===== src/rtl/assert_macros.svh =====
// Assertion macros shared by the itemset utility evaluator RTL.
// Each macro samples on clk and is disabled while rst_n is low.
`ifndef ASSERT_MACROS_SVH
`define ASSERT_MACROS_SVH

// Check a property on every clock edge outside reset
`define IUE_ASSERT(label, prop, msg) \
    label: assert property (@(posedge clk) disable iff (!rst_n) (prop)) else $error(msg);

// Check that a condition implies another in the same cycle
`define IUE_ASSERT_IMP(label, ante, cons, msg) \
    label: assert property (@(posedge clk) disable iff (!rst_n) (ante) |-> (cons)) \
        else $error(msg);

// Check that a condition implies another in the following cycle
`define IUE_ASSERT_NEXT(label, ante, cons, msg) \
    label: assert property (@(posedge clk) disable iff (!rst_n) (ante) |=> (cons)) \
        else $error(msg);

`endif


===== src/rtl/iue_pkg.sv =====
// Shared constants and codes for the itemset utility evaluator.
// No dependencies; used by the stream interfaces and the top level.
package iue_pkg;

    // Pattern geometry
    localparam int PATTERN_MAX = 4;
    localparam int ID_BITS     = 16;

    // Field widths
    localparam int ID_W     = 16;
    localparam int UTIL_W   = 32;
    localparam int TOTAL_W  = 48;
    localparam int STATUS_W = 2;
    localparam int SIZE_W   = 3;
    localparam int PMASK_W  = 4;
    localparam int TSUM_W   = UTIL_W + $clog2(PATTERN_MAX + 1);

    // Configuration port
    localparam int ADDR_W = 5;
    localparam int DATA_W = 32;
    localparam int IDX_W  = ADDR_W - 2;

    typedef enum logic [IDX_W-1:0] {
        REG_PATTERN_SIZE  = 3'd0,
        REG_POSITIVE_MASK = 3'd1,
        REG_PATTERN_ID_A  = 3'd2,
        REG_PATTERN_ID_B  = 3'd3,
        REG_PATTERN_ID_C  = 3'd4,
        REG_PATTERN_ID_D  = 3'd5
    } reg_index_t;

    typedef enum logic [STATUS_W-1:0] {
        STATUS_VALID       = 2'd0,
        STATUS_EMPTY       = 2'd1,
        STATUS_NO_POSITIVE = 2'd2
    } eval_status_t;

endpackage


===== src/rtl/iue_stream_if.sv =====
// Valid/ready stream interfaces for database elements and evaluation results.
// Depends on iue_pkg for the field widths.
interface iue_elem_if;
    import iue_pkg::*;

    logic              valid;
    logic              ready;
    logic [ID_W-1:0]   item_id;
    logic [UTIL_W-1:0] item_utility;
    logic              end_of_transaction;
    logic              end_of_database;

    modport source (output valid, item_id, item_utility, end_of_transaction,
                    end_of_database, input ready);
    modport sink   (input valid, item_id, item_utility, end_of_transaction,
                    end_of_database, output ready);
endinterface

interface iue_result_if;
    import iue_pkg::*;

    logic                valid;
    logic                ready;
    logic [TOTAL_W-1:0]  itemset_utility;
    logic [STATUS_W-1:0] eval_status;
    logic                saturated;

    modport source (output valid, itemset_utility, eval_status, saturated, input ready);
    modport sink   (input valid, itemset_utility, eval_status, saturated, output ready);
endinterface


===== src/rtl/itemset_utility_evaluator_unit.sv =====
// Itemset utility evaluator: input register, match and accumulate stage, result register.
// Depends on iue_pkg, iue_stream_if.sv and assert_macros.svh.
// A database end passes through the input register and then the result register; it waits
// in the input register while the previous result is untaken. Throughput: one request per cycle
// otherwise, as a database end stalls the input only while the previous result is untaken.
// Reset (rst_n low, asynchronous) clears configuration, accumulators and both valid flags.
`include "assert_macros.svh"

module itemset_utility_evaluator_unit (
    input  logic                          clk,
    input  logic                          rst_n,
    iue_elem_if.sink                      elem,
    iue_result_if.source                  result,
    input  logic                          psel,
    input  logic                          penable,
    input  logic                          pwrite,
    input  logic [iue_pkg::ADDR_W-1:0]    paddr,
    input  logic [iue_pkg::DATA_W-1:0]    pwdata,
    output logic [iue_pkg::DATA_W-1:0]    prdata,
    output logic                          pready
);
    import iue_pkg::*;

    // Configuration registers
    logic [SIZE_W-1:0]      pattern_size_reg;
    logic [PMASK_W-1:0]     positive_mask_reg;
    logic [ID_W-1:0]        slot_id_reg [PATTERN_MAX];

    // Input stage
    logic                   s1_valid_reg;
    logic [ID_W-1:0]        s1_id_reg;
    logic [UTIL_W-1:0]      s1_util_reg;
    logic                   s1_eot_reg;
    logic                   s1_eod_reg;

    // Accumulation state
    logic [PATTERN_MAX-1:0] seen_reg;
    logic [TSUM_W-1:0]      tsum_reg;
    logic [TOTAL_W-1:0]     total_reg;
    logic                   sat_reg;

    // Result register
    logic                   out_valid_reg;
    logic [TOTAL_W-1:0]     out_total_reg;
    eval_status_t           out_status_reg;
    logic                   out_sat_reg;

    logic                   cfg_write;
    reg_index_t             cfg_idx;
    logic                   s1_fire;
    logic [PATTERN_MAX-1:0] active_mask;
    logic [PATTERN_MAX-1:0] hit_mask;
    logic [TSUM_W-UTIL_W-1:0] hit_count;
    logic [PATTERN_MAX-1:0] seen_next;
    logic [TSUM_W-1:0]      util_ext;
    logic [TSUM_W-1:0]      contrib;
    logic [TSUM_W-1:0]      tsum_next;
    logic [TOTAL_W:0]       total_sum;
    logic                   overflow;
    logic [TOTAL_W-1:0]     total_clamped;
    logic                   supported;
    logic [TOTAL_W-1:0]     total_after;
    logic                   sat_after;
    logic [PMASK_W-1:0]     active_pmask;
    eval_status_t           status_next;

    // Configuration port
    assign pready    = 1'b1;
    assign cfg_write = psel && penable && pwrite && pready;
    assign cfg_idx   = reg_index_t'(paddr[ADDR_W-1:2]);

    always_ff @(posedge clk or negedge rst_n)
    begin
        if (!rst_n)
        begin
            pattern_size_reg  <= '0;
            positive_mask_reg <= '0;
            for (int k = 0; k < PATTERN_MAX; k++)
            begin
                slot_id_reg[k] <= '0;
            end
        end
        else if (cfg_write)
        begin
            case (cfg_idx)
                REG_PATTERN_SIZE:  pattern_size_reg  <= pwdata[SIZE_W-1:0];
                REG_POSITIVE_MASK: positive_mask_reg <= pwdata[PMASK_W-1:0];
                REG_PATTERN_ID_A,
                REG_PATTERN_ID_B,
                REG_PATTERN_ID_C,
                REG_PATTERN_ID_D:
                begin
                    for (int k = 0; k < PATTERN_MAX; k++)
                    begin
                        if (32'(cfg_idx) == 32'(REG_PATTERN_ID_A) + k)
                        begin
                            slot_id_reg[k] <= pwdata[ID_W-1:0];
                        end
                    end
                end
                default: ;
            endcase
        end
    end

    // Read back the addressed register
    always_comb
    begin
        prdata = '0;
        case (cfg_idx)
            REG_PATTERN_SIZE:  prdata = DATA_W'(pattern_size_reg);
            REG_POSITIVE_MASK: prdata = DATA_W'(positive_mask_reg);
            REG_PATTERN_ID_A,
            REG_PATTERN_ID_B,
            REG_PATTERN_ID_C,
            REG_PATTERN_ID_D:
            begin
                for (int k = 0; k < PATTERN_MAX; k++)
                begin
                    if (32'(cfg_idx) == 32'(REG_PATTERN_ID_A) + k)
                    begin
                        prdata = DATA_W'(slot_id_reg[k]);
                    end
                end
            end
            default: prdata = '0;
        endcase
    end

    // Advance the input stage unless a result would overwrite an untaken one
    assign s1_fire    = s1_valid_reg && (!s1_eod_reg || !out_valid_reg || result.ready);
    assign elem.ready = !s1_valid_reg || s1_fire;

    always_ff @(posedge clk or negedge rst_n)
    begin
        if (!rst_n)
        begin
            s1_valid_reg <= 1'b0;
        end
        else if (elem.valid && elem.ready)
        begin
            s1_valid_reg <= 1'b1;
        end
        else if (s1_fire)
        begin
            s1_valid_reg <= 1'b0;
        end
    end

    always_ff @(posedge clk)
    begin
        if (elem.valid && elem.ready)
        begin
            s1_id_reg   <= elem.item_id;
            s1_util_reg <= elem.item_utility;
            s1_eot_reg  <= elem.end_of_transaction;
            s1_eod_reg  <= elem.end_of_database;
        end
    end

    // Match the element against the active, not yet seen slots; scale the utility by the hits
    always_comb
    begin
        util_ext  = {{(TSUM_W-UTIL_W){s1_util_reg[UTIL_W-1]}}, s1_util_reg};
        hit_count = '0;
        for (int k = 0; k < PATTERN_MAX; k++)
        begin
            active_mask[k] = (k < 32'(pattern_size_reg));
            hit_mask[k]    = active_mask[k] && !seen_reg[k]
                             && (slot_id_reg[k][ID_BITS-1:0] == s1_id_reg[ID_BITS-1:0]);
            if (hit_mask[k])
            begin
                hit_count = hit_count + (TSUM_W-UTIL_W)'(1);
            end
        end
        contrib = util_ext * TSUM_W'(hit_count);
    end

    assign seen_next = seen_reg | hit_mask;
    assign tsum_next = tsum_reg + contrib;
    assign supported = ((seen_next & active_mask) == active_mask);

    // Add the transaction sum to the running total and clamp
    assign total_sum = {total_reg[TOTAL_W-1], total_reg}
                     + {{(TOTAL_W+1-TSUM_W){tsum_next[TSUM_W-1]}}, tsum_next};
    assign overflow  = (total_sum[TOTAL_W] != total_sum[TOTAL_W-1]);

    always_comb
    begin
        if (!overflow)
        begin
            total_clamped = total_sum[TOTAL_W-1:0];
        end
        else if (total_sum[TOTAL_W])
        begin
            total_clamped = {1'b1, {(TOTAL_W-1){1'b0}}};
        end
        else
        begin
            total_clamped = {1'b0, {(TOTAL_W-1){1'b1}}};
        end
    end

    assign total_after = supported ? total_clamped : total_reg;
    assign sat_after   = sat_reg || (supported && overflow);

    // Classify the pattern for the result
    always_comb
    begin
        active_pmask = '0;
        for (int k = 0; k < PATTERN_MAX && k < PMASK_W; k++)
        begin
            active_pmask[k] = active_mask[k];
        end
        if (active_mask == '0)
        begin
            status_next = STATUS_EMPTY;
        end
        else if ((positive_mask_reg & active_pmask) == '0)
        begin
            status_next = STATUS_NO_POSITIVE;
        end
        else
        begin
            status_next = STATUS_VALID;
        end
    end

    // Update the accumulation state
    always_ff @(posedge clk or negedge rst_n)
    begin
        if (!rst_n)
        begin
            seen_reg  <= '0;
            tsum_reg  <= '0;
            total_reg <= '0;
            sat_reg   <= 1'b0;
        end
        else if (s1_fire)
        begin
            if (s1_eot_reg || s1_eod_reg)
            begin
                seen_reg <= '0;
                tsum_reg <= '0;
            end
            else
            begin
                seen_reg <= seen_next;
                tsum_reg <= tsum_next;
            end
            if (s1_eod_reg)
            begin
                total_reg <= '0;
                sat_reg   <= 1'b0;
            end
            else if (s1_eot_reg)
            begin
                total_reg <= total_after;
                sat_reg   <= sat_after;
            end
        end
    end

    // Hold the result until the request is taken
    always_ff @(posedge clk or negedge rst_n)
    begin
        if (!rst_n)
        begin
            out_valid_reg <= 1'b0;
        end
        else if (s1_fire && s1_eod_reg)
        begin
            out_valid_reg <= 1'b1;
        end
        else if (result.ready)
        begin
            out_valid_reg <= 1'b0;
        end
    end

    always_ff @(posedge clk)
    begin
        if (s1_fire && s1_eod_reg)
        begin
            out_status_reg <= status_next;
            if (status_next == STATUS_VALID)
            begin
                out_total_reg <= total_after;
                out_sat_reg   <= sat_after;
            end
            else
            begin
                out_total_reg <= '0;
                out_sat_reg   <= 1'b0;
            end
        end
    end

    assign result.valid           = out_valid_reg;
    assign result.itemset_utility = out_total_reg;
    assign result.eval_status     = out_status_reg;
    assign result.saturated       = out_sat_reg;

    // Checks
    `IUE_ASSERT_IMP(a_status_clears_total,
        out_valid_reg && (out_status_reg != STATUS_VALID),
        (out_total_reg == '0) && !out_sat_reg,
        "error status with nonzero total")
    `IUE_ASSERT_NEXT(a_eod_clears_state, s1_fire && s1_eod_reg,
        (total_reg == '0) && !sat_reg && (seen_reg == '0) && (tsum_reg == '0),
        "state not cleared after database end")
    `IUE_ASSERT_NEXT(a_eod_loads_result, s1_fire && s1_eod_reg, out_valid_reg,
        "database end gave no result")
    `IUE_ASSERT_IMP(a_stall_cause, !elem.ready,
        s1_valid_reg && s1_eod_reg && out_valid_reg && !result.ready,
        "input stalled without a blocked result")

endmodule

===== src/flat_wrapper.sv =====
// flat-port wrapper written by rule: the top's interface ports become plain ports
module itemset_utility_evaluator_unit_flat import iue_pkg::*;
  (clk, rst_n, psel, penable, pwrite, paddr, pwdata, prdata, pready, elem_valid, elem_item_id, elem_item_utility, elem_end_of_transaction, elem_end_of_database, elem_ready, result_valid, result_itemset_utility, result_eval_status, result_saturated, result_ready);
  iue_elem_if elem_i ();
  iue_result_if result_i ();
  input  logic clk;
  input  logic rst_n;
  input  logic psel;
  input  logic penable;
  input  logic pwrite;
  input  logic [iue_pkg::ADDR_W-1:0] paddr;
  input  logic [iue_pkg::DATA_W-1:0] pwdata;
  output logic [iue_pkg::DATA_W-1:0] prdata;
  output logic pready;
  input wire logic [$bits(elem_i.valid)-1:0] elem_valid;
  input wire logic [$bits(elem_i.item_id)-1:0] elem_item_id;
  input wire logic [$bits(elem_i.item_utility)-1:0] elem_item_utility;
  input wire logic [$bits(elem_i.end_of_transaction)-1:0] elem_end_of_transaction;
  input wire logic [$bits(elem_i.end_of_database)-1:0] elem_end_of_database;
  output wire logic [$bits(elem_i.ready)-1:0] elem_ready;
  output wire logic [$bits(result_i.valid)-1:0] result_valid;
  output wire logic [$bits(result_i.itemset_utility)-1:0] result_itemset_utility;
  output wire logic [$bits(result_i.eval_status)-1:0] result_eval_status;
  output wire logic [$bits(result_i.saturated)-1:0] result_saturated;
  input wire logic [$bits(result_i.ready)-1:0] result_ready;
  assign elem_i.valid = elem_valid;
  assign elem_i.item_id = elem_item_id;
  assign elem_i.item_utility = elem_item_utility;
  assign elem_i.end_of_transaction = elem_end_of_transaction;
  assign elem_i.end_of_database = elem_end_of_database;
  assign elem_ready = elem_i.ready;
  assign result_valid = result_i.valid;
  assign result_itemset_utility = result_i.itemset_utility;
  assign result_eval_status = result_i.eval_status;
  assign result_saturated = result_i.saturated;
  assign result_i.ready = result_ready;
  itemset_utility_evaluator_unit u_core (.clk(clk), .rst_n(rst_n), .elem(elem_i), .result(result_i), .psel(psel), .penable(penable), .pwrite(pwrite), .paddr(paddr), .pwdata(pwdata), .prdata(prdata), .pready(pready));
endmodule

===== config.mk =====
export PLATFORM = sky130hd
export DESIGN_NAME = itemset_utility_evaluator_unit_flat
export DESIGN_NICKNAME = d
export VERILOG_FILES = /design/src/rtl/iue_pkg.sv /design/src/rtl/iue_stream_if.sv /design/src/rtl/itemset_utility_evaluator_unit.sv /design/src/flat_wrapper.sv
export VERILOG_INCLUDE_DIRS = /design/src /design/src/rtl
export SDC_FILE = /design/constraint.sdc
export NUM_CORES = 1
export LEC_CHECK = 0
export ABC_AREA = 1
export BUFFER_PORTS_ARGS = -buffer_cell sky130_fd_sc_hd__buf_2
export CAP_MARGIN = 5
export CORE_UTILIZATION = 30
export DETAILED_ROUTE_END_ITERATION = 16
export PLACE_DENSITY = 0.54
export SLEW_MARGIN = 30
export SYNTH_ARGS = -nofsm -noshare
export SYNTH_HDL_FRONTEND = slang
export SYNTH_SLANG_ARGS = --single-unit

===== constraint.sdc =====
create_clock -name clk -period 23.3 [get_ports clk]
set_input_delay 6.99 -clock clk [delete_from_list [all_inputs] [get_ports clk]]
set_output_delay 6.99 -clock clk [all_outputs]
set_load 0.05 [all_outputs]

# Word level (Yosys, flattened, before mapping)
# Cells that the tools add are included.
# W data, S select, Z words.
dict set report word_totals {
  regBits 262
  input_bits 94
  output_inout_bits 86
}
dict set report classes {
  n_reduce_logical 41
  multipliers 1
  eq_ne 11
  mux 24
  bitwise 3
  n_lt_le_gt_ge 4
  addsub 5
}
# op n
set ops {}
lappend ops {{$mux W48} 5}
lappend ops {{$pmux W32 S3} 1}
lappend ops {{$eq A16 B16 Y1} 4}
lappend ops {{$mux W16} 4}
lappend ops {{$add A48 B35 Y49} 1}
lappend ops {{$add A35 B35 Y35} 1}
lappend ops {{$mul A35 B3 Y35} 1}
lappend ops {{$mux W35} 1}
lappend ops {{$logic_and A1 B1 Y1} 14}
lappend ops {{$reduce_and A3 Y1} 4}
lappend ops {{$mux W3} 3}
lappend ops {{$and A4 B4 Y4} 2}
lappend ops {{$logic_not A4 Y1} 2}
lappend ops {{$logic_not A1 Y1} 7}
lappend ops {{$mux W1} 7}
lappend ops {{$add A3 B1 Y3 const B} 2}
lappend ops {{$eq A3 B2 Y1 const B} 2}
lappend ops {{$eq A3 B3 Y1 const B} 2}
lappend ops {{$lt A1 B3 Y1 const A} 2}
lappend ops {{$lt A2 B3 Y1 const A} 2}
lappend ops {{$reduce_and A2 Y1} 3}
lappend ops {{$reduce_bool A2 Y1} 3}
lappend ops {{$logic_or A1 B1 Y1} 5}
lappend ops {{$eq A4 B4 Y1} 1}
lappend ops {{other kinds (9)} 10}

# Logic depth before layout (Yosys ltp)
dict set report depth {
  depth_word 18
  depth_mapped 55
  mapped_depth_nobuf 52
}

# Least setup slack after synthesis
# OpenSTA, ideal clock, no wires.
dict set report synth_path {
  path_kind {in2out}
  from {in paddr[4] (netlist bit)}
  to {out prdata[3] (netlist bit)}
  path_buffers 0
  slack_ns 7.509
  required_time_ns 16.310
  arrival_ns 8.801
  path_stages 5
  path_cell_list {nor3_1 -> inv_1 -> o21ai_0 -> a211oi_1 -> o21ai_0}
}
dict set report synth_via {
  elab_chain_cells 6
  elab_cells_between_ends 12
  classes_between {eq/ne (5); mux (5); reduce/logical (2)}
}
# item line_no
set synth_rtl {}
lappend synth_rtl {{start: declaration} flat_wrapper.sv:11} ;# input logic [iue_pkg::ADDR_W-1:0] paddr;
lappend synth_rtl {{$eq A3 B2 Y1} {itemset_utility_evaluator_unit.sv:110, itemset_utility_evaluator_unit.sv:120}}
lappend synth_rtl {{$mux W16 (4 in a row)} itemset_utility_evaluator_unit.sv:120} ;# if (32'(cfg_idx) == 32'(REG_PATTERN_ID_A) + k)
lappend synth_rtl {{$pmux W32 S3 (*)} itemset_utility_evaluator_unit.sv:110} ;# case (cfg_idx)
lappend synth_rtl {{end: declaration} flat_wrapper.sv:13} ;# output logic [iue_pkg::DATA_W-1:0] prdata;
# Every way passes the cells marked *; elsewhere a longest branch is shown, timed or not.

# Worst setup path in the final report
dict set report layout_path {
  from {in paddr[3] (netlist bit)}
  to {out prdata[11] (netlist bit)}
}
# Same word-level chain as after synthesis.

==> impl_results.md <==
* VDD IR max at 44.00 uV
* Worst hold path class: register to register
* Commonest non-fill, non-tap cell in the layout: nand2_1
* Final Net Count at roughly 3300
* Post_cts resized at 0
* DRC viols at 0
* Reg-to-reg startpoint: u_core.s1_id_reg[7]
* Initial drt markers at 1278
* CTS tree: done
* Worst setup path endpoint: prdata[11]
* Syn Inst Count at between 2000 and 3000
* Largest area contributor in the synthesized netlist: dfrtp_1
* Yosys reg bits at ~260
* Share of cells above drive strength 1 at 9.416%
* RePlAce Congestion at 0.9511
* Async SR Flop Fraction at 61.45%
* Number of flip-flops in the largest register at 64
* Crit path from: paddr[3]
* Max-cap violations at 0
* Cell Count Post-Placement at 3947
* Worst path slowest cell: inv_1
* Initial Util at 30.33%
* WP buf/inv at 4
* Post-placement cell area at 22450 sq um
* CTS H-tree depth at 2
* Status: complete, no violations
* Max Slew Vio Count at 0
* Final hold vios at 0
* DR WL met2 at approximately 29000 um
* Leakage power at ~0.012 uW
* Max incr delay on CP at 0.83 ns
* Antenna violations before repair at 0
* Synth warn at 0
* Yosys top cell area share at between 15 and 20%
* Clock sink count at 262
* Drt wl/cell at roughly 16 um
* RSZ-0062 raised after global routing: false
* Die Span Y at 265.6 um
* Most frequent cells in the layout: nand2_1, inv_1, nor2_1
* Reg-to-reg endpoint: u_core.result.itemset_utility[16]
* Vias at ~18000
* DRT Pass-1 Iters at 7
* Num CTS Buffers at 35
* Fin crit period at ~16 ns
* Post-route ant nets at 0
* Clock transition at path regs at 0.05 ns
* DR vias/cell at 4.611
* Pwr dens at 67.22 nW/um^2
* Cell Count, Final, Fillers Out at 4011
* Clock Tree Root: clkbuf_16
* Post-synth top flop: dfrtp_1
* Final Power at ~1600 uW
* Synth top area cells: dfrtp_1, nand2_1, edfxtp_1, inv_1, fa_1
* Post-synthesis sequential area ratio at 33.88%
* Worst EP arrival at 9.32 ns
* Floorplan core area at between 60000 and 70000 sq um
* Worst Skew at 0.04163 ns
* Die width at around 270 um
* Post-CTS Setup Bufs at 0
* Worst setup EP type: primary output
* Critical path type: input port to primary output
* Die ar. at 70530 sq um
* Vias in the first global route at 18164
* Hold-fix buffers, CTS at 0
* Antenna diode count at 0
* Post-synth EDFFs at 101
* # IOs at 180
* Port bufs at 144
* Fmax at about 61 MHz
* CP Depth at 7
* CP cell instances: buf_2 > inv_1 > nand3_1 > inv_1 > a21oi_1 > a21oi_1 > buf_2
* Tcrit/Tclk final at 70.01%
* Required time worst endpoint at 16.31 ns
* M1 WL at 31420 um
* Avg Inst Size Synth at 7.108 sq um
* Startpoint types: input port
* Gr ovfl total at 0
* Post-route setup TNS at 0 ns
* Reg2reg path depth at 44
* Cell Area, Synth at 20840 sq um
* Max Fanout on Critical Path at 15
* WL final at 64360 um
* Worst relative slew slack at 39.16%
* Clock latency at the later pin of the worst-skew pair at 0.59 ns
* GRT Total Usage at 18.36%
* Largest net degree at the start of global routing at about 100
* Site Rows at 96
* Hold slack at 0.4880 ns
* Clock Path Buffers at 3
* DR top layer: met4
* # setup viols final at 0
* Area delta synth->final at 13.57%
* First-pass GRT wire length at 102000 um
* Cell variety after synth at 49
* Final HPWL from detailed placement at 50450 um
* Worst-margin pin slew at 0.9093 ns
* DR WL met3 at roughly 2600 um
* Worst R2R Setup Slack at 12.94 ns
* Cell area after layout at 23670 sq um
* CP delay by family, top: buffers and inverters
[Yosys cell counts (all sizes together), types with 39 or more instances]
library cell	number
nand2	849
inv	514
nor2	301
o21ai	169
dfrtp	161
a21oi	156
nand3	139
edfxtp	101
ha	93
fa	66
xor2	59
clkbuf	46
buf	43
nand4	39
[how the worst min path moves through the flow]
stage	from	cells past startpoint	to	slack (ns)
2_1_floorplan	u_core.tsum_reg[24]	2	u_core.tsum_reg[24]	0.45
3_3_place_gp	u_core.slot_id_reg[14]	2	u_core.slot_id_reg[14]	0.47
3_5_place_dp	u_core.tsum_reg[31]	2	u_core.tsum_reg[31]	0.47
4_1_cts	u_core.tsum_reg[31]	2	u_core.tsum_reg[31]	0.49
5_1_grt	u_core.tsum_reg[32]	2	u_core.tsum_reg[32]	0.52
6_report	u_core.tsum_reg[24]	2	u_core.tsum_reg[24]	0.49
[routing by layer]
| metal | global-route usage, % | vias up |
|---|---|---|
| met2 | 29.28 | 372 |
| li1 | - | 9430 |
| met5 | 0 | - |
| met3 | 2.231 | 92 |
| met4 | 5.499 | 0 |
| met1 | 25.89 | 8600 |
[per-stage QoR]
| step | setup slack [ns] | util (%) |
|---|---|---|
| after global placement | 7.067 | 32.66 |
| final | 6.987 | 34.45 |
| after CTS | 7.044 | 34.44 |
| after global routing | 6.914 | 34.45 |
| after detailed placement | 7.056 | 32.67 |
| after floorplan | 7.509 | - |
[cell families after synthesis]
logic type / Yosys count / synth area share (%)
AOI/OAI and AO/OA: 398 / 10.49
other: 2 / 0.03603
and+or+nand+nor: 1426 / 28.65
buffers and inverters: 603 / 11.57
xor gates and xnor gates: 82 / 3.446
adders and majority gates: 159 / 11.92
DFF: 262 / 33.88
[final cells by class]
type	count	area, sq um
clock inverter	15	226.5
timing repair buffer	158	838.3
clock buffer	49	988.4
inverter	514	1929
multi-input combinational	2082	11460
tap	931	1165
sequential	262	7062
fill	7606	45040
[worst min-delay path: cells and delay by family (launching register included)]
family | cells | cell delay, ns
DFF | 1 | 0.34
and+or+nand+nor | 2 | 0.11
[where the power goes]
part	switching, uW	internal, uW
combinational	289	131
clock	234	336
sequential	56.2	545
(Power assumes the default switching activity.)
